==> src/utf8_stream_decoder_unit_assert.svh <==
// ----------------------------------------------------------------------------
// UTF-8 stream decoder assertion macros
// Shared concurrent assertion helpers, clocked on clock, off during reset.
// ----------------------------------------------------------------------------
`ifndef UTF8_STREAM_DECODER_UNIT_ASSERT_SVH
`define UTF8_STREAM_DECODER_UNIT_ASSERT_SVH

// antecedent implies consequent in the same cycle
`define USD_ASSERT_SAME(label, ante, cons, msg) \
   label: assert property (@(posedge clock) disable iff (reset) (ante) |-> (cons)) \
      else $error(msg);

// antecedent implies consequent in the next cycle
`define USD_ASSERT_NEXT(label, ante, cons, msg) \
   label: assert property (@(posedge clock) disable iff (reset) (ante) |=> (cons)) \
      else $error(msg);

`endif

==> src/usd_pkg.sv <==
// ----------------------------------------------------------------------------
// UTF-8 stream decoder package
// Shared types and constants for the decoder datapath.
// ----------------------------------------------------------------------------
package usd_pkg;

   localparam int unsigned CP_W = 21;

   localparam logic [1:0] ST_CODE_POINT = 2'd0;
   localparam logic [1:0] ST_MISSING    = 2'd1;
   localparam logic [1:0] ST_STRAY      = 2'd2;
   localparam logic [1:0] ST_BOM        = 2'd3;

   localparam logic KIND_DATA = 1'b0;
   localparam logic KIND_EOF  = 1'b1;

   localparam logic [CP_W-1:0] BOM_VALUE = 21'h00FEFF;

   typedef logic [1:0]      status_type;
   typedef logic [CP_W-1:0] code_point_type;

   typedef struct packed {
      logic       kind;
      logic [7:0] data_byte;
   } item_type;

   typedef struct packed {
      logic           emit;
      code_point_type code_point;
      status_type     status;
   } result_type;

endpackage

==> src/usd_if.sv <==
// ----------------------------------------------------------------------------
// UTF-8 stream decoder channels
// Valid/ready channels for input bytes and decoded results.
// ----------------------------------------------------------------------------
interface usd_req_if;
   logic       valid;
   logic       ready;
   logic       kind;
   logic [7:0] data_byte;

   modport source (output valid, output kind, output data_byte, input ready);
   modport sink   (input valid, input kind, input data_byte, output ready);
endinterface

interface usd_rsp_if;
   logic        valid;
   logic        ready;
   logic [20:0] code_point;
   logic [1:0]  status;

   modport source (output valid, output code_point, output status, input ready);
   modport sink   (input valid, input code_point, input status, output ready);
endinterface

==> src/usd_in_stage.sv <==
// ----------------------------------------------------------------------------
// UTF-8 stream decoder input register
// Holds one accepted transaction until the decode stage consumes it.
// ----------------------------------------------------------------------------
module usd_in_stage (
   input  logic              clock,
   input  logic              reset,
   input  logic              in_valid,
   output logic              in_ready,
   input  usd_pkg::item_type in_item,
   input  logic              advance,
   output logic              item_valid,
   output usd_pkg::item_type item
);
   import usd_pkg::*;

   logic     valid_ff, valid_in;
   item_type item_ff, item_in;

   assign in_ready = !valid_ff || advance;

   always_comb begin
      valid_in = valid_ff;
      item_in  = item_ff;
      if (in_ready) begin
         valid_in = in_valid;
         item_in  = in_item;
      end
   end

   always_ff @(posedge clock) begin
      if (reset) begin
         valid_ff <= 1'b0;
      end else begin
         valid_ff <= valid_in;
      end
      item_ff <= item_in;
   end

   assign item_valid = valid_ff;
   assign item       = item_ff;

endmodule

==> src/usd_decode.sv <==
// ----------------------------------------------------------------------------
// UTF-8 stream decoder core
// Sequence state and the per-byte decode; state commits when the item advances.
// ----------------------------------------------------------------------------
`include "utf8_stream_decoder_unit_assert.svh"

module usd_decode (
   input  logic                clock,
   input  logic                reset,
   input  logic                item_valid,
   input  usd_pkg::item_type   item,
   input  logic                advance,
   output usd_pkg::result_type result
);
   import usd_pkg::*;

   code_point_type partial_ff, partial_in;
   logic [1:0]     due_ff, due_in;
   logic           text_ff, text_in;
   logic           halted_ff, halted_in;
   code_point_type shifted;

   assign shifted = {partial_ff[CP_W-7:0], item.data_byte[5:0]};

   always_comb begin
      partial_in        = partial_ff;
      due_in            = due_ff;
      text_in           = text_ff;
      result.emit       = 1'b0;
      result.code_point = '0;
      result.status     = ST_CODE_POINT;
      priority if (!item_valid || halted_ff) begin
         // nothing to do
      end else if (item.kind == KIND_EOF) begin
         if (due_ff != 2'd0) begin
            result.emit   = 1'b1;
            result.status = ST_MISSING;
         end
      end else if (!item.data_byte[7]) begin
         if (due_ff != 2'd0) begin
            result.emit   = 1'b1;
            result.status = ST_MISSING;
         end else if (item.data_byte != 8'h00) begin
            text_in           = 1'b1;
            result.emit       = 1'b1;
            result.code_point = {{(CP_W-8){1'b0}}, item.data_byte};
         end
      end else if (item.data_byte[7:6] == 2'b10) begin
         if (due_ff == 2'd0) begin
            result.emit   = 1'b1;
            result.status = ST_STRAY;
         end else begin
            due_in     = due_ff - 2'd1;
            partial_in = shifted;
            if (due_ff == 2'd1) begin
               if (shifted == BOM_VALUE) begin
                  // leading BOM is swallowed, a later one is an error
                  if (text_ff) begin
                     result.emit   = 1'b1;
                     result.status = ST_BOM;
                  end
               end else begin
                  text_in           = 1'b1;
                  result.emit       = 1'b1;
                  result.code_point = shifted;
               end
            end
         end
      end else if (item.data_byte[7:5] == 3'b110) begin
         due_in     = 2'd1;
         partial_in = {{(CP_W-5){1'b0}}, item.data_byte[4:0]};
      end else if (item.data_byte[7:4] == 4'b1110) begin
         due_in     = 2'd2;
         partial_in = {{(CP_W-4){1'b0}}, item.data_byte[3:0]};
      end else if (item.data_byte[7:3] == 5'b11110) begin
         due_in     = 2'd3;
         partial_in = {{(CP_W-3){1'b0}}, item.data_byte[2:0]};
      end else begin
         // F8-FF dropped, pending sequence kept
      end
   end

   assign halted_in = halted_ff || (result.emit && (result.status != ST_CODE_POINT));

   always_ff @(posedge clock) begin
      if (reset) begin
         partial_ff <= '0;
         due_ff     <= 2'd0;
         text_ff    <= 1'b0;
         halted_ff  <= 1'b0;
      end else if (advance) begin
         partial_ff <= partial_in;
         due_ff     <= due_in;
         text_ff    <= text_in;
         halted_ff  <= halted_in;
      end
   end

   `USD_ASSERT_NEXT(a_halt_sticky, halted_ff, halted_ff, "halt flag cleared without reset")
   `USD_ASSERT_SAME(a_halt_silent, halted_ff, !result.emit, "result produced while halted")
   `USD_ASSERT_NEXT(a_error_halts, advance && result.emit && (result.status != ST_CODE_POINT),
      halted_ff, "error transaction did not halt the decoder")
   `USD_ASSERT_SAME(a_bom_needs_text, result.emit && (result.status == ST_BOM), text_ff,
      "misplaced BOM reported before any text")

endmodule

==> src/usd_out_stage.sv <==
// ----------------------------------------------------------------------------
// UTF-8 stream decoder output register
// Holds one result transaction until the consumer takes it.
// ----------------------------------------------------------------------------
module usd_out_stage (
   input  logic                clock,
   input  logic                reset,
   input  logic                load,
   input  usd_pkg::result_type result,
   output logic                free,
   output logic                out_valid,
   input  logic                out_ready,
   output usd_pkg::code_point_type out_code_point,
   output usd_pkg::status_type out_status
);
   import usd_pkg::*;

   logic           valid_ff, valid_in;
   code_point_type cp_ff, cp_in;
   status_type     status_ff, status_in;

   assign free = !valid_ff || out_ready;

   always_comb begin
      valid_in  = valid_ff && !out_ready;
      cp_in     = cp_ff;
      status_in = status_ff;
      if (load) begin
         valid_in  = 1'b1;
         cp_in     = result.code_point;
         status_in = result.status;
      end
   end

   always_ff @(posedge clock) begin
      if (reset) begin
         valid_ff <= 1'b0;
      end else begin
         valid_ff <= valid_in;
      end
      cp_ff     <= cp_in;
      status_ff <= status_in;
   end

   assign out_valid      = valid_ff;
   assign out_code_point = cp_ff;
   assign out_status     = status_ff;

endmodule

==> src/utf8_stream_decoder_unit.sv <==
// Path: a byte accepted into the input register is decoded combinationally, and
// its result is loaded into the result register, which drives rsp, as it advances.
// Throughput: one byte per cycle; the decode is a single pass between the input
// register and the result register. Input stalls only while a byte that has a
// result waits on a full result register that is not read in that cycle.
// Reset (synchronous, active high) empties both registers and clears the
// sequence state, text flag and halt flag.
// ----------------------------------------------------------------------------
// UTF-8 stream decoder unit
// Decodes a byte stream with end-of-file marks into code points or an error.
// ----------------------------------------------------------------------------
module utf8_stream_decoder_unit (
   input  logic clock,
   input  logic reset,
   usd_req_if.sink   req_ch,
   usd_rsp_if.source rsp_ch
);
   import usd_pkg::*;

   item_type   req_item;
   item_type   item;
   logic       item_valid;
   logic       advance;
   logic       out_free;
   result_type result;

   assign req_item = {req_ch.kind, req_ch.data_byte};

   // an item with no result never waits on the output side
   assign advance = item_valid && (!result.emit || out_free);

   usd_in_stage u_in (
      .clock      (clock),
      .reset      (reset),
      .in_valid   (req_ch.valid),
      .in_ready   (req_ch.ready),
      .in_item    (req_item),
      .advance    (advance),
      .item_valid (item_valid),
      .item       (item)
   );

   usd_decode u_decode (
      .clock      (clock),
      .reset      (reset),
      .item_valid (item_valid),
      .item       (item),
      .advance    (advance),
      .result     (result)
   );

   usd_out_stage u_out (
      .clock          (clock),
      .reset          (reset),
      .load           (advance && result.emit),
      .result         (result),
      .free           (out_free),
      .out_valid      (rsp_ch.valid),
      .out_ready      (rsp_ch.ready),
      .out_code_point (rsp_ch.code_point),
      .out_status     (rsp_ch.status)
   );

endmodule
==> src/flat_wrapper.sv <==
// flat-port wrapper written by rule: the top's interface ports become plain ports
module utf8_stream_decoder_unit_flat import usd_pkg::*;
  (clock, reset, req_ch_valid, req_ch_kind, req_ch_data_byte, req_ch_ready, rsp_ch_valid, rsp_ch_code_point, rsp_ch_status, rsp_ch_ready);
  usd_req_if req_ch_i ();
  usd_rsp_if rsp_ch_i ();
  input  logic clock;
  input  logic reset;
  input wire logic [$bits(req_ch_i.valid)-1:0] req_ch_valid;
  input wire logic [$bits(req_ch_i.kind)-1:0] req_ch_kind;
  input wire logic [$bits(req_ch_i.data_byte)-1:0] req_ch_data_byte;
  output wire logic [$bits(req_ch_i.ready)-1:0] req_ch_ready;
  output wire logic [$bits(rsp_ch_i.valid)-1:0] rsp_ch_valid;
  output wire logic [$bits(rsp_ch_i.code_point)-1:0] rsp_ch_code_point;
  output wire logic [$bits(rsp_ch_i.status)-1:0] rsp_ch_status;
  input wire logic [$bits(rsp_ch_i.ready)-1:0] rsp_ch_ready;
  assign req_ch_i.valid = req_ch_valid;
  assign req_ch_i.kind = req_ch_kind;
  assign req_ch_i.data_byte = req_ch_data_byte;
  assign req_ch_ready = req_ch_i.ready;
  assign rsp_ch_valid = rsp_ch_i.valid;
  assign rsp_ch_code_point = rsp_ch_i.code_point;
  assign rsp_ch_status = rsp_ch_i.status;
  assign rsp_ch_i.ready = rsp_ch_ready;
  utf8_stream_decoder_unit u_core (.clock(clock), .reset(reset), .req_ch(req_ch_i), .rsp_ch(rsp_ch_i));
endmodule
==> config.mk <==
export PLATFORM = sky130hd
export DESIGN_NAME = utf8_stream_decoder_unit_flat
export DESIGN_NICKNAME = d
export VERILOG_FILES = /design/src/usd_pkg.sv /design/src/usd_if.sv /design/src/usd_in_stage.sv /design/src/usd_decode.sv /design/src/usd_out_stage.sv /design/src/utf8_stream_decoder_unit.sv /design/src/flat_wrapper.sv
export VERILOG_INCLUDE_DIRS = /design/src /design/src/src
export SDC_FILE = /design/constraint.sdc
export NUM_CORES = 1
export LEC_CHECK = 0
export ABC_AREA = 1
export ABC_CLOCK_PERIOD_IN_PS = 1800
export BUFFER_PORTS_ARGS = -buffer_cell sky130_fd_sc_hd__clkbuf_2
export CAP_MARGIN = 5
export CORE_MARGIN = 1.5
export CORE_UTILIZATION = 30
export DETAILED_ROUTE_END_ITERATION = 7
export GPL_ROUTABILITY_DRIVEN = 0
export HOLD_SLACK_MARGIN = 0.05
export REMOVE_ABC_BUFFERS = 1
export SYNTH_ARGS = -nofsm -noshare
export SYNTH_HDL_FRONTEND = slang
export SYNTH_SLANG_ARGS = --single-unit
export TNS_END_PERCENT = 20
==> constraint.sdc <==
create_clock -name clock -period 1.8 [get_ports clock]
set_input_delay 0.27 -clock clock [delete_from_list [all_inputs] [get_ports clock]]
set_output_delay 0.27 -clock clock [all_outputs]
set_load 0.005 [all_outputs]
After elaboration in Yosys (flattened, before gate mapping)
Index checks and enable logic that the tools add are counted.
W data, S select, Z words.
Storage, ports and cells
  output and inout bits: 25
  word-level logic and storage cells: 85
  register bits: 53
Cells by class
  equality and inequality tests: 12
  multiplexer cells: 38
  add/subtract/negate cells: 1
  bitwise gates (word level): 2
  reduce and logical (&&, ||, !) cells: 22
Operators with widths (count)
  $mux W24: 4
  $mux W21: 4
  $mux W15: 5
  $mux W22: 1
  $eq A21 B16 Y1 const B: 1
  $mux W2: 9
  $mux W1: 15
  $ne A2 B2 Y1 const B: 5
  $reduce_and A9 Y1: 1
  $reduce_bool A8 Y1: 1
  $reduce_and A6 Y1: 1
  $reduce_bool A2 Y1: 3
  $eq A5 B5 Y1 const B: 1
  $logic_or A1 B1 Y1: 5
  $eq A4 B4 Y1 const B: 1
  $logic_and A1 B1 Y1: 4
  $logic_not A1 Y1: 4
  $reduce_bool A4 Y1: 1
  $eq A3 B3 Y1 const B: 1
  $eq A2 B1 Y1 const B: 1
  $eq A2 B2 Y1 const B: 1
  $logic_not A2 Y1: 1
  $ne A2 B1 Y1 const B: 1
  $not A1 Y1: 2
  2 further kinds: 2

Depth between registers and ports, before layout
Gate-level depths: netlist of the first run.
  word-level depth: 13
  depth in mapped cells: 15

Modules after synthesis
A second synthesis of the first run with hierarchy kept.
Unflattened totals
  cells, all modules: 255
  area total of the unflattened synthesis: 2386.0 um^2
By module, submodules not included
  usd_decode: sequential area each 380.4 um^2, cells each 208, area each 1315.0 um^2, times used 1
  usd_out_stage: sequential area each 710.7 um^2, cells each 28, area each 733.2 um^2, times used 1
  usd_in_stage: sequential area each 290.3 um^2, cells each 14, area each 312.8 um^2, times used 1
  utf8_stream_decoder_unit: sequential area each 0.0 um^2, cells each 5, area each 25.0 um^2, times used 1

Worst setup path after synthesis of the first run
OpenSTA, ideal clock, no wires.
  kind: register to register
  from: reg u_core.u_decode.due_ff[0]
  to: reg u_core.u_out.cp_ff[0], in the netlist u_core.u_out.out_code_point[0] (enable)
  buffers on the path: 0
  path slack: -0.173 ns
  data arrival time: 1.595 ns
  library setup time: 0.378 ns
  stages on the path, launching flop included: 11
  cells stage by stage: dfxtp_1 > inv_1 > ha_1 > inv_2 > nand2_1 > a21oi_1 > nand2_1 > nand2_1 > nand2_1 > nand4_1 > inv_1
On the way
  cells in the longest elaborated chain, start to end: 11
Ends and longest elaborated chain
  start: declaration: line usd_decode.sv:18  | logic [1:0] due_ff, due_in;
  start signal: assignment: line usd_decode.sv:93  | due_ff <= due_in;
  $eq A2 B1 Y1: line usd_decode.sv:55  | if (due_ff == 2'd1) begin
  $mux W24: line usd_decode.sv:55
  $mux W1: line usd_decode.sv:49  | if (due_ff == 2'd0) begin
  $mux W24: line usd_decode.sv:48  | end else if (item.data_byte[7:6] == 2'b10) begin
  $mux W24: line usd_decode.sv:39  | end else if (!item.data_byte[7]) begin
  $mux W1 (*): line usd_decode.sv:34  | end else if (item.kind == KIND_EOF) begin
  $mux W24 (*): line usd_decode.sv:32  | priority if (!item_valid || halted_ff) begin
  $logic_not A1 Y1: line utf8_stream_decoder_unit.sv:30  | assign advance = item_valid && (!result.emit || out_free);
  $logic_or A1 B1 Y1: line utf8_stream_decoder_unit.sv:30
  $logic_and A1 B1 Y1: line utf8_stream_decoder_unit.sv:30
  $logic_and A1 B1 Y1 (*): line utf8_stream_decoder_unit.sv:55  | .load (advance && result.emit),
  net u_core.u_out.load: line usd_out_stage.sv:8  | input logic load,
  end signal: assignment: line usd_out_stage.sv:41  | cp_ff <= cp_in;
  end: declaration: line usd_out_stage.sv:19  | code_point_type cp_ff, cp_in;
The timed path passes the listed nets; every way through them passes the cells marked *.
A chain may end at the register's enable or synchronous reset.

Worst setup path in the final report of the first run
  from: reg u_core.u_in.item_ff, in the netlist u_core.u_in.item[4]
  to: reg u_core.u_decode.partial_ff[4]
On the way
  cells in the longest elaborated chain, start to end: 12
Ends and longest elaborated chain
  start: declaration: line usd_in_stage.sv:18  | item_type item_ff, item_in;
  start signal: assignment: line usd_in_stage.sv:37  | item_ff <= item_in;
  $eq A21 B16 Y1: line usd_decode.sv:56  | if (shifted == BOM_VALUE) begin
  $mux W1: line usd_decode.sv:56
  $mux W24: line usd_decode.sv:55
  $mux W1: line usd_decode.sv:49
  $mux W24: line usd_decode.sv:48
  $mux W24: line usd_decode.sv:39
  $mux W1: line usd_decode.sv:34
  $mux W24: line usd_decode.sv:32
  $logic_not A1 Y1: line utf8_stream_decoder_unit.sv:30
  $logic_or A1 B1 Y1: line utf8_stream_decoder_unit.sv:30
  $logic_and A1 B1 Y1: line utf8_stream_decoder_unit.sv:30
  $reduce_and A6 Y1 (no line)
  end signal: assignment: line usd_decode.sv:92  | partial_ff <= partial_in;
  end: declaration: line usd_decode.sv:17  | code_point_type partial_ff, partial_in;
Several ways; a longest one is shown, not always the timed one. The select of a mux whose other input is x is not followed.

==> results.json, run 1 <==
{
  "ys_seq_area_share_pct": 56.1,
  "worst_slew_pin_slew_ns": 0.504,
  "via_per_inst": 4.38,
  "ant_nets": 0,
  "path_class": "register to register",
  "hold_viol_final": 0,
  "grt_pass1_wl_um": 8760,
  "dr.pass1.iters": 4,
  "yosysUniqueCellTypes": 25,
  "p_sw_w": 0.000488,
  "period_minus_slack_ns": 1.84,
  "hold_start": "req_ch_data_byte[4]",
  "cts_buffers": 5,
  "synth_cells": 290,
  "synthTopCellsByCount": "nand2_1 (56), nor2_1 (51), inv_1 (45)",
  "num_vias": 1989,
  "cts_tree": "done",
  "failed_checks": "negative setup slack",
  "final-max-slew-violation-count": 0,
  "grt_usage_pct": 13.0,
  "die_height_um": 93.6,
  "die_w_um": 93.6,
  "worstSkewPairLatency_ns": 0.30,
  "finalClockSkew_ns": 0.00536,
  "grt_max_degree": 27,
  "synth.area.top_cells": "edfxtp_1 (39%), dfxtp_1 (17%), nand2_1 (8.5%)",
  "clk_pin_slew_ns": 0.10,
  "synth-edff-count": 32,
  "layout_setup_ws_ns": -0.0412,
  "async_reset_ff_share_pct": 0,
  "ys.flop_type": "edfxtp_1",
  "slew-limit-headroom_pct": 66.2,
  "min_path_cells": 1,
  "yosysMostFrequentCell": "nand2_1",
  "min_period_over_period_pct": 102,
  "grt.met1_usage_pct": 16.0,
  "status": "finished with violations",
  "cap_violations": 0,
  "pwr-share-comb_pct": 6.5,
  "cts.sinks": 53,
  "p_total_w": 0.00212,
  "p_int_w": 0.00163,
  "irDropWorstVdd_mv": 0.257,
  "r2r-start": "u_core.u_in.item[4]",
  "finalWirelength_um": 5440,
  "min_to": "u_core.u_in.item[4]",
  "busiest_layer": "met2",
  "hold_buffers": 0,
  "htree_levels": 2,
  "setup_viol": 25,
  "worstHoldPathType": "primary input to register",
  "clockBufferDepth": 2,
  "netlist_area_sq_um": 2460,
  "gr-usage-met3_pct": 2.93,
  "antenna_found_initial": 0,
  "fin_nets": 366,
  "rsz0062_at_grt": "yes",
  "cts-root-buf": "clkbuf_8",
  "die_area_sq_um": 8760,
  "rr_worst_depth": 13,
  "pwr-share-clk_pct": 31.3,
  "path_max_fanout": 13,
  "coreArea_sq_um": 7850,
  "required_ns": 2.04,
  "num_rows": 32,
  "dp_hpwl_um": 3850,
  "nFillCells": 814,
  "drtIter0Drc": 114,
  "synth-seq-cells": 53,
  "grt_pass1_vias": 1921,
  "avgSynthCellArea_sq_um": 8.49,
  "place.port_buffers": 37,
  "cp-end-kind": "register",
  "r2r-end": "u_core.u_decode.partial_ff[4]",
  "fmax_mhz": 543,
  "synth_top_area_share_pct": 39.0,
  "syn2layout_area_growth_pct": 27.3,
  "antenna_cells": 0,
  "whs_ns": 0.132,
  "yosys_warnings": 0,
  "switching_share_pct": 23.1,
  "drc": 0,
  "drive_gt1_share_pct": 27.8,
  "cp.arrival_ns": 2.08,
  "cp-start-kind": "register",
  "r2r_slack_ns": -0.04,
  "gr-usage-met2_pct": 22.4,
  "start_util_pct": 31.4,
  "synth_top_cell_by_area": "edfxtp_1",
  "grt_overflow": 0,
  "seqPwrFrac_pct": 62.2,
  "boundaryPins": 38,
  "p_leak_nw": 1.36,
  "cellPowerDensity_nw_per_um2": 675,
  "wire_per_inst_um": 12.0
}
-- flip-flops by register name (all words and copies together), names as in the netlist --
signal / flops
u_core.u_decode.halted_ff: 1
u_core.u_decode.partial_ff: 15
u_core.u_in.item: 9
u_core.u_out.out_valid: 1
u_core.u_out.out_status: 2
u_core.u_decode.due_ff: 2
u_core.u_decode.text_ff: 1
u_core.u_out.out_code_point: 21
u_core.u_in.item_valid: 1
-- metal layers --
metal | up-vias | share of wire, %
met1 | 900 | 45
met5 | - | 0
met4 | 0 | 1.7
met3 | 8 | 3.4
li1 | 1043 | -
met2 | 38 | 50
-- worst max path at each step --
stage | startpoint | end | slack [ns]
finish | u_core.u_in.item[4] | u_core.u_decode.partial_ff[4] | -0.04
global route | u_core.u_in.item[2] | u_core.u_decode.partial_ff[4] | -0.24
CTS | u_core.u_in.item[5] | req_ch_ready | -0.005
detailed placement | u_core.u_decode.due_ff[0] | u_core.u_decode.partial_ff[5] | -0.008
global placement | u_core.u_in.item[1] | u_core.u_out.out_code_point[15] | 0.04
floorplan | u_core.u_decode.due_ff[0] | u_core.u_decode.due_ff[0] | -0.21
-- cell families (layout without fill, tap and decap cells) --
family | count (synthesis) | in the layout | synth area share (%)
flops | 53 | 53 | 56.1
simple gates | 162 | 162 | 29.5
compound gates | 12 | 12 | 3.15
buf+inv | 61 | 123 | 10.3
fa+ha+maj | 2 | 2 | 1.02
-- per-stage QoR --
step | TNS [ns] | utilization [%] | setup WS, ns | instance area, sq um | cells
2_1_floorplan | -7.61 | - | -0.208 | 2400 | 281
3_3_place_gp | 0 | 36.9 | 0.0385 | 2900 | 439
3_5_place_dp | -0.00780 | 36.9 | -0.00758 | 2900 | 439
4_1_cts | -0.00498 | 38.6 | -0.00498 | 3030 | 451
5_1_grt | -7.79 | 39.9 | -0.239 | 3130 | 454
6_report | -0.185 | 39.9 | -0.0412 | 3130 | 454
-- cell type report --
type	count	area, sq um	share of cell area, %
multi-input cells	176	877	28.0
clock inverters	2	15.0	0.479
well taps	102	128	4.07
flip-flops and latches	53	1380	44.1
inverters	52	195	6.23
clock buffers	6	72.6	2.32
repair buffers	63	464	14.8
-- worst max-delay path, cell delays in order, from the launching register on --
cell	delay, ns
edfxtp_1	0.49
nor2_1	0.13
nand3_1	0.09
nor2_1	0.13
a21boi_1	0.08
nand2_1	0.08
nand2_2	0.08
nand3_4	0.08
buf_6	0.12
nand3_4	0.11
clkbuf_16	0.20
nand2_1	0.06
nand2_1	0.05
nor2_1	0.10
-- layout by cell type, fill, tap and decap left out, types with 3 or more instances in the layout --
cell,synthesis,routed
clkbuf_8,0,5
inv_1,45,42
a21oi_1,8,7
edfxtp_1,32,32
nand2_2,7,8
clkbuf_2,0,37
nand3_1,11,9
nor3_1,21,21
nand4_1,11,11
buf_4,1,18
buf_12,0,3
inv_2,5,8
nand2_1,56,54
dfxtp_1,21,20
buf_6,2,3
nor2_1,51,50
-- power by group through the flow --
stage | Clock (W) | Combinational, W | Sequential, W
after floorplan | 0 | 0.0000652 | 0.00134
after global placement | 0 | 0.000126 | 0.00134
after detailed placement | 0 | 0.000126 | 0.00134
after CTS | 0.000680 | 0.000133 | 0.00131
after global routing | 0.000737 | 0.000154 | 0.00132
final | 0.000663 | 0.000137 | 0.00132
-- repair_timing --
action | in CTS | in global routing
gates resized for setup | 5 | 13
cloned | 0 | 2
pin swaps | 5 | 7
setup endpoints to repair | 17 | 69
buffers inserted | 4 | 1
Note: power is estimated with default switching activity, not from simulation.
==> run 2, diff against run 1 <==
--- a/config.mk
+++ b/config.mk
@@ -10,8 +10,9 @@
 export ABC_CLOCK_PERIOD_IN_PS = 1800
 export BUFFER_PORTS_ARGS = -buffer_cell sky130_fd_sc_hd__clkbuf_2
 export CAP_MARGIN = 5
-export CORE_MARGIN = 1.5
+export CORE_MARGIN = 2
 export CORE_UTILIZATION = 30
+export CTS_BUF_LIST = sky130_fd_sc_hd__clkbuf_4
 export DETAILED_ROUTE_END_ITERATION = 7
 export GPL_ROUTABILITY_DRIVEN = 0
 export HOLD_SLACK_MARGIN = 0.05
==> run 2 against run 1 <==
Against the previous run: the flow still finishes with violations (negative setup slack); clock-buffer cell count unchanged; sequential share of layout area decreased by 0.95 points; cell count increased by 2.6%; wire length grew 0.31%.
==> results.json, run 2 (same netlist as run 1, synthesis figures left out) <==
{
  "drtIter0Drc": 76,
  "fin_cells": 466,
  "drc": 0,
  "rsz0062_at_grt": "yes",
  "fin_nets": 375,
  "critPathMaxStageDelay_ns": 0.50,
  "layout_setup_ws_ns": -0.197,
  "grt_max_degree": 24,
  "rr_worst_depth": 16,
  "pwr-share-comb_pct": 7.1,
  "grt_usage_pct": 12.8,
  "fmax_mhz": 501,
  "period_minus_slack_ns": 2.00,
  "switching_share_pct": 21.4,
  "num_rows": 33,
  "dp_hpwl_um": 3850,
  "boundaryPins": 38,
  "path_common_cell": "buf_6",
  "die_w_um": 94.6,
  "num_vias": 2088,
  "slowest_stage": "edfxtp_1",
  "grt_pass1_vias": 1960,
  "min_to": "u_core.u_in.item[8]",
  "p_leak_nw": 1.41,
  "die_area_sq_um": 8950,
  "failed_checks": "negative setup slack",
  "largest_reg_flops": 21,
  "cts.sinks": 53,
  "r2r-end": "u_core.u_decode.partial_ff[5]",
  "cp-start-kind": "register",
  "syn2layout_area_growth_pct": 30.3,
  "cp-end-kind": "output port",
  "seqPwrFrac_pct": 62.0,
  "cp.arrival_ns": 1.73,
  "critPathTopFamily": "flip-flops",
  "finalClockSkew_ns": 0.00611,
  "irDropWorstVdd_mv": 0.253,
  "p_sw_w": 0.000454,
  "seqCellArea_sq_um": 1390,
  "p_int_w": 0.00167,
  "status": "finished with violations",
  "nFillCells": 855,
  "p_total_w": 0.00212,
  "required_ns": 1.53,
  "crit_chain": "inv_2 > nand3_1 > nor2_1 > a21boi_1 > nand2_2 > nand2_4 > nand3_4 > buf_6 > buf_6",
  "cellPowerDensity_nw_per_um2": 661,
  "path_max_fanout": 6,
  "coreArea_sq_um": 8090,
  "place.port_buffers": 37,
  "setup_viol": 51,
  "r2r-start": "u_core.u_decode.due_ff[0]",
  "crit_cells": 9,
  "grt_overflow": 0,
  "slew-limit-headroom_pct": 67.6,
  "clk_pin_slew_ns": 0.14,
  "r2r_slack_ns": -0.14,
  "layout_common_cells": "nand2_1 (50), nor2_1 (50), inv_1 (43)",
  "numPlacedInstances": 443,
  "path_buf_inv": 3,
  "htree_levels": 2,
  "path_class": "register to output port",
  "via_per_inst": 4.48,
  "finalWirelength_um": 5460,
  "wire_per_inst_um": 11.7,
  "utilization_pct": 39.7,
  "final-max-slew-violation-count": 0,
  "worstHoldPathType": "primary input to register",
  "dr.pass1.iters": 4,
  "worst_slew_pin_slew_ns": 0.484,
  "ant_nets": 0,
  "antenna_found_initial": 0,
  "min_period_over_period_pct": 111,
  "die_height_um": 94.6,
  "antenna_cells": 0,
  "drive_gt1_share_pct": 29.9,
  "grt_pass1_wl_um": 8800,
  "min_path_cells": 1,
  "cts_buffers": 5,
  "cts-root-buf": "clkbuf_4",
  "cts_tree": "done",
  "worstSkewPairLatency_ns": 0.37,
  "cap_violations": 0,
  "pwr-share-clk_pct": 30.9,
  "hold_start": "req_ch_kind",
  "multi_input_area_sq_um": 878,
  "start_util_pct": 30.4,
  "clockBufferDepth": 2,
  "hold_viol_final": 0
}
run 2: cell type report:
type / count / share of cell area, %
inverters: 52 / 6.08
repair buffers: 72 / 16.8
well taps: 105 / 4.09
clock inverters: 2 / 1.05
multi-input cells: 176 / 27.4
clock buffers: 6 / 1.40
flip-flops and latches: 53 / 43.2
run 2: routing by layer:
metal / GRT usage, % / share of wire, % / vias up
li1: - / - / 1069
met1: 15.5 / 43 / 957
met2: 22.4 / 51 / 53
met3: 2.95 / 5.0 / 9
met4: 4.11 / 1.7 / 0
met5: 0 / 0 / -
run 2: worst max-delay path by stage:
stage	start	endpoint
2_1_floorplan	u_core.u_decode.due_ff[0]	u_core.u_decode.due_ff[0]
3_3_place_gp	u_core.u_decode.due_ff[0]	u_core.u_out.out_code_point[8]
3_5_place_dp	u_core.u_decode.due_ff[0]	u_core.u_decode.partial_ff[4]
4_1_cts	u_core.u_in.item[4]	req_ch_ready
5_1_grt	u_core.u_in.item[1]	req_ch_ready
6_report	u_core.u_in.item[7]	req_ch_ready
run 2: repair_timing:
item | CTS | global route
gates cloned | 1 | 1
setup buffers | 7 | 5
endpoints found under the setup margin | 34 | 59
hold buffers | 0 | 2
pin swaps | 6 | 14
gates resized for setup | 10 | 15
endpoints found under the hold margin | 0 | 2
run 2: through the flow:
stage	hold WS [ns]	TNS (ns)	instance area (sq um)	worst slack (ns)
global route	0.0479	-13.45	3210	-0.373
floorplan	0.339	-7.61	2400	-0.208
CTS	0.0517	-2.74	3090	-0.222
global placement	0.450	0	2900	0.0730
detailed placement	0.449	-0.246	2900	-0.0342
finish	0.0703	-3.60	3210	-0.197
run 2: power by group through the flow:
| stage | combinational [W] | clock [W] | sequential (W) |
|---|---|---|---|
| finish | 0.000150 | 0.000657 | 0.00131 |
| global placement | 0.000126 | 0 | 0.00134 |
| detailed placement | 0.000127 | 0 | 0.00134 |
| floorplan | 0.0000652 | 0 | 0.00134 |
| global route | 0.000167 | 0.000726 | 0.00132 |
| CTS | 0.000139 | 0.000686 | 0.00131 |
==> run 3, diff against run 2 <==
--- a/config.mk
+++ b/config.mk
@@ -16,6 +16,7 @@
 export DETAILED_ROUTE_END_ITERATION = 7
 export GPL_ROUTABILITY_DRIVEN = 0
 export HOLD_SLACK_MARGIN = 0.05
+export PLACE_DENSITY = 0.47
 export REMOVE_ABC_BUFFERS = 1
 export SYNTH_ARGS = -nofsm -noshare
 export SYNTH_HDL_FRONTEND = slang
==> run 3 against run 2 <==
Against the previous run: the flow still finishes with violations (negative setup slack); wire length up 4.2%; cell count up 1.5%; non-clock buffer count up 7; clock skew up 0.0027 ns; critical path depth up 1; die area unchanged; worst setup slack worse by 0.040 ns; combinational power up 7%; sequential cell count unchanged; critical endpoint unchanged.
==> results.json, run 3 (same netlist as run 1, synthesis figures left out) <==
{
  "status": "finished with violations",
  "failed_checks": "negative setup slack",
  "htree_levels": 2,
  "cp.arrival_ns": 1.77,
  "cp-end-kind": "output port",
  "fin_nets": 382,
  "irDropWorstVdd_mv": 0.274,
  "worstHoldPathType": "primary input to register",
  "cts-root-buf": "clkbuf_4",
  "largest_reg_flops": 21,
  "grt_pass1_vias": 1959,
  "num_vias": 2063,
  "via_per_inst": 4.36,
  "path_max_fanout": 4,
  "grt_max_degree": 20,
  "cellPowerDensity_nw_per_um2": 611,
  "grt_usage_pct": 13.6,
  "die_height_um": 94.6,
  "nFillCells": 864,
  "dp_hpwl_um": 4000,
  "path_class": "register to output port",
  "setup_viol": 28,
  "top_layer_used": "met4",
  "syn2layout_area_growth_pct": 34.1,
  "place_area_sq_um": 2950,
  "boundaryPins": 38,
  "required_ns": 1.53,
  "clockBufferDepth": 2,
  "routed-wl-met2_um": 2630,
  "layout_common_cells": "nor2_1 (49), nand2_1 (47), inv_1 (44)",
  "seqCellArea_sq_um": 1380,
  "drtIter0Drc": 64,
  "cp-start-kind": "register",
  "dr_wl_met3_um": 224,
  "ant_nets": 0,
  "fmax_mhz": 491,
  "utilization_pct": 40.8,
  "finalClockSkew_ns": 0.00879,
  "antenna_cells": 0,
  "wire_per_inst_um": 12.0,
  "routedLengthMet1_um": 2630,
  "worstSkewPairLatency_ns": 0.37,
  "coreArea_sq_um": 8090,
  "drive_gt1_share_pct": 30.7,
  "slew-limit-headroom_pct": 64.3,
  "rsz0062_at_grt": "yes",
  "cap_violations": 0,
  "layout_commonest_cell": "nor2_1",
  "design_area_sq_um": 3300,
  "numPlacedInstances": 448,
  "p_leak_nw": 1.44,
  "cts_buffers": 5,
  "hold_viol_final": 0,
  "fin_tns_setup_ns": -4.39,
  "num_rows": 33,
  "cts.sinks": 53,
  "dr.pass1.iters": 4,
  "min_period_over_period_pct": 113,
  "die_area_sq_um": 8950,
  "finalWirelength_um": 5690,
  "period_minus_slack_ns": 2.04,
  "grt_pass1_wl_um": 9320,
  "worst_slew_pin_slew_ns": 0.532,
  "antenna_found_initial": 0,
  "drc": 0,
  "fin_cells": 473,
  "multi_input_area_sq_um": 891,
  "die_w_um": 94.6,
  "place.port_buffers": 37,
  "start_util_pct": 30.4,
  "grt_overflow": 0,
  "layout_setup_ws_ns": -0.237,
  "final-max-slew-violation-count": 0,
  "clk_pin_slew_ns": 0.14,
  "cts_tree": "done"
}
[run 3: metal layers]
metal | GRT usage (%) | vias to the layer above
met4 | 5.43 | 0
met2 | 22.5 | 50
met3 | 2.87 | 17
met1 | 17.5 | 913
met5 | 0 | -
li1 | - | 1083
[run 3: report_power, final]
group	internal, W	switching (W)
Sequential	0.00130	0.0000146
Combinational	0.0000719	0.0000880
Clock	0.000185	0.000360
[run 3: through the flow]
stage	power (W)	hold slack (ns)	worst slack, ns
2_1_floorplan	0.00141	0.339	-0.208
3_3_place_gp	0.00148	0.449	-0.0266
3_5_place_dp	0.00148	0.449	-0.00270
4_1_cts	0.00205	0.0532	-0.281
5_1_grt	0.00212	0.0636	-0.420
6_report	0.00202	0.0743	-0.237
[run 3: cell type report]
type | count | share of cell area [%]
inverter | 52 | 5.91
clock buffer | 7 | 1.59
clock inverter | 1 | 0.227
timing repair buffer | 79 | 19.4
multi-input combinational | 176 | 27.0
tap | 105 | 3.98
sequential | 53 | 41.9
[run 3: worst paths after layout]
path                                   from                            end  slack (ns)  cells after the start
setup / recovery        u_core.u_in.item[4]                   req_ch_ready       -0.24                     10
setup reg to reg        u_core.u_in.item[2]  u_core.u_decode.partial_ff[6]       -0.19                     17
hold / removal                  req_ch_kind            u_core.u_in.item[8]        0.07                      1
hold reg to reg   u_core.u_decode.halted_ff      u_core.u_decode.halted_ff        0.47                      2
[run 3: worst max-delay path, stage by stage, from the launching register on]
cell,delay [ns]
edfxtp_1,0.46
nand3_1,0.16
nor2_1,0.06
nand3_1,0.13
nand2_2,0.09
nand2_2,0.07
nand2_2,0.04
nand2_2,0.09
nand3_4,0.07
buf_6,0.14
buf_6,0.10
[run 3: timing repair]
| action | CTS | global route |
|---|---|---|
| buffers inserted | 2 | 4 |
| cloned | 2 | 1 |
| hold endpoints to repair | 6 | 2 |
| gates resized for setup | 5 | 20 |
| hold buffers | 6 | 2 |
| setup endpoints to repair | 22 | 69 |
| pin swaps | 0 | 13 |
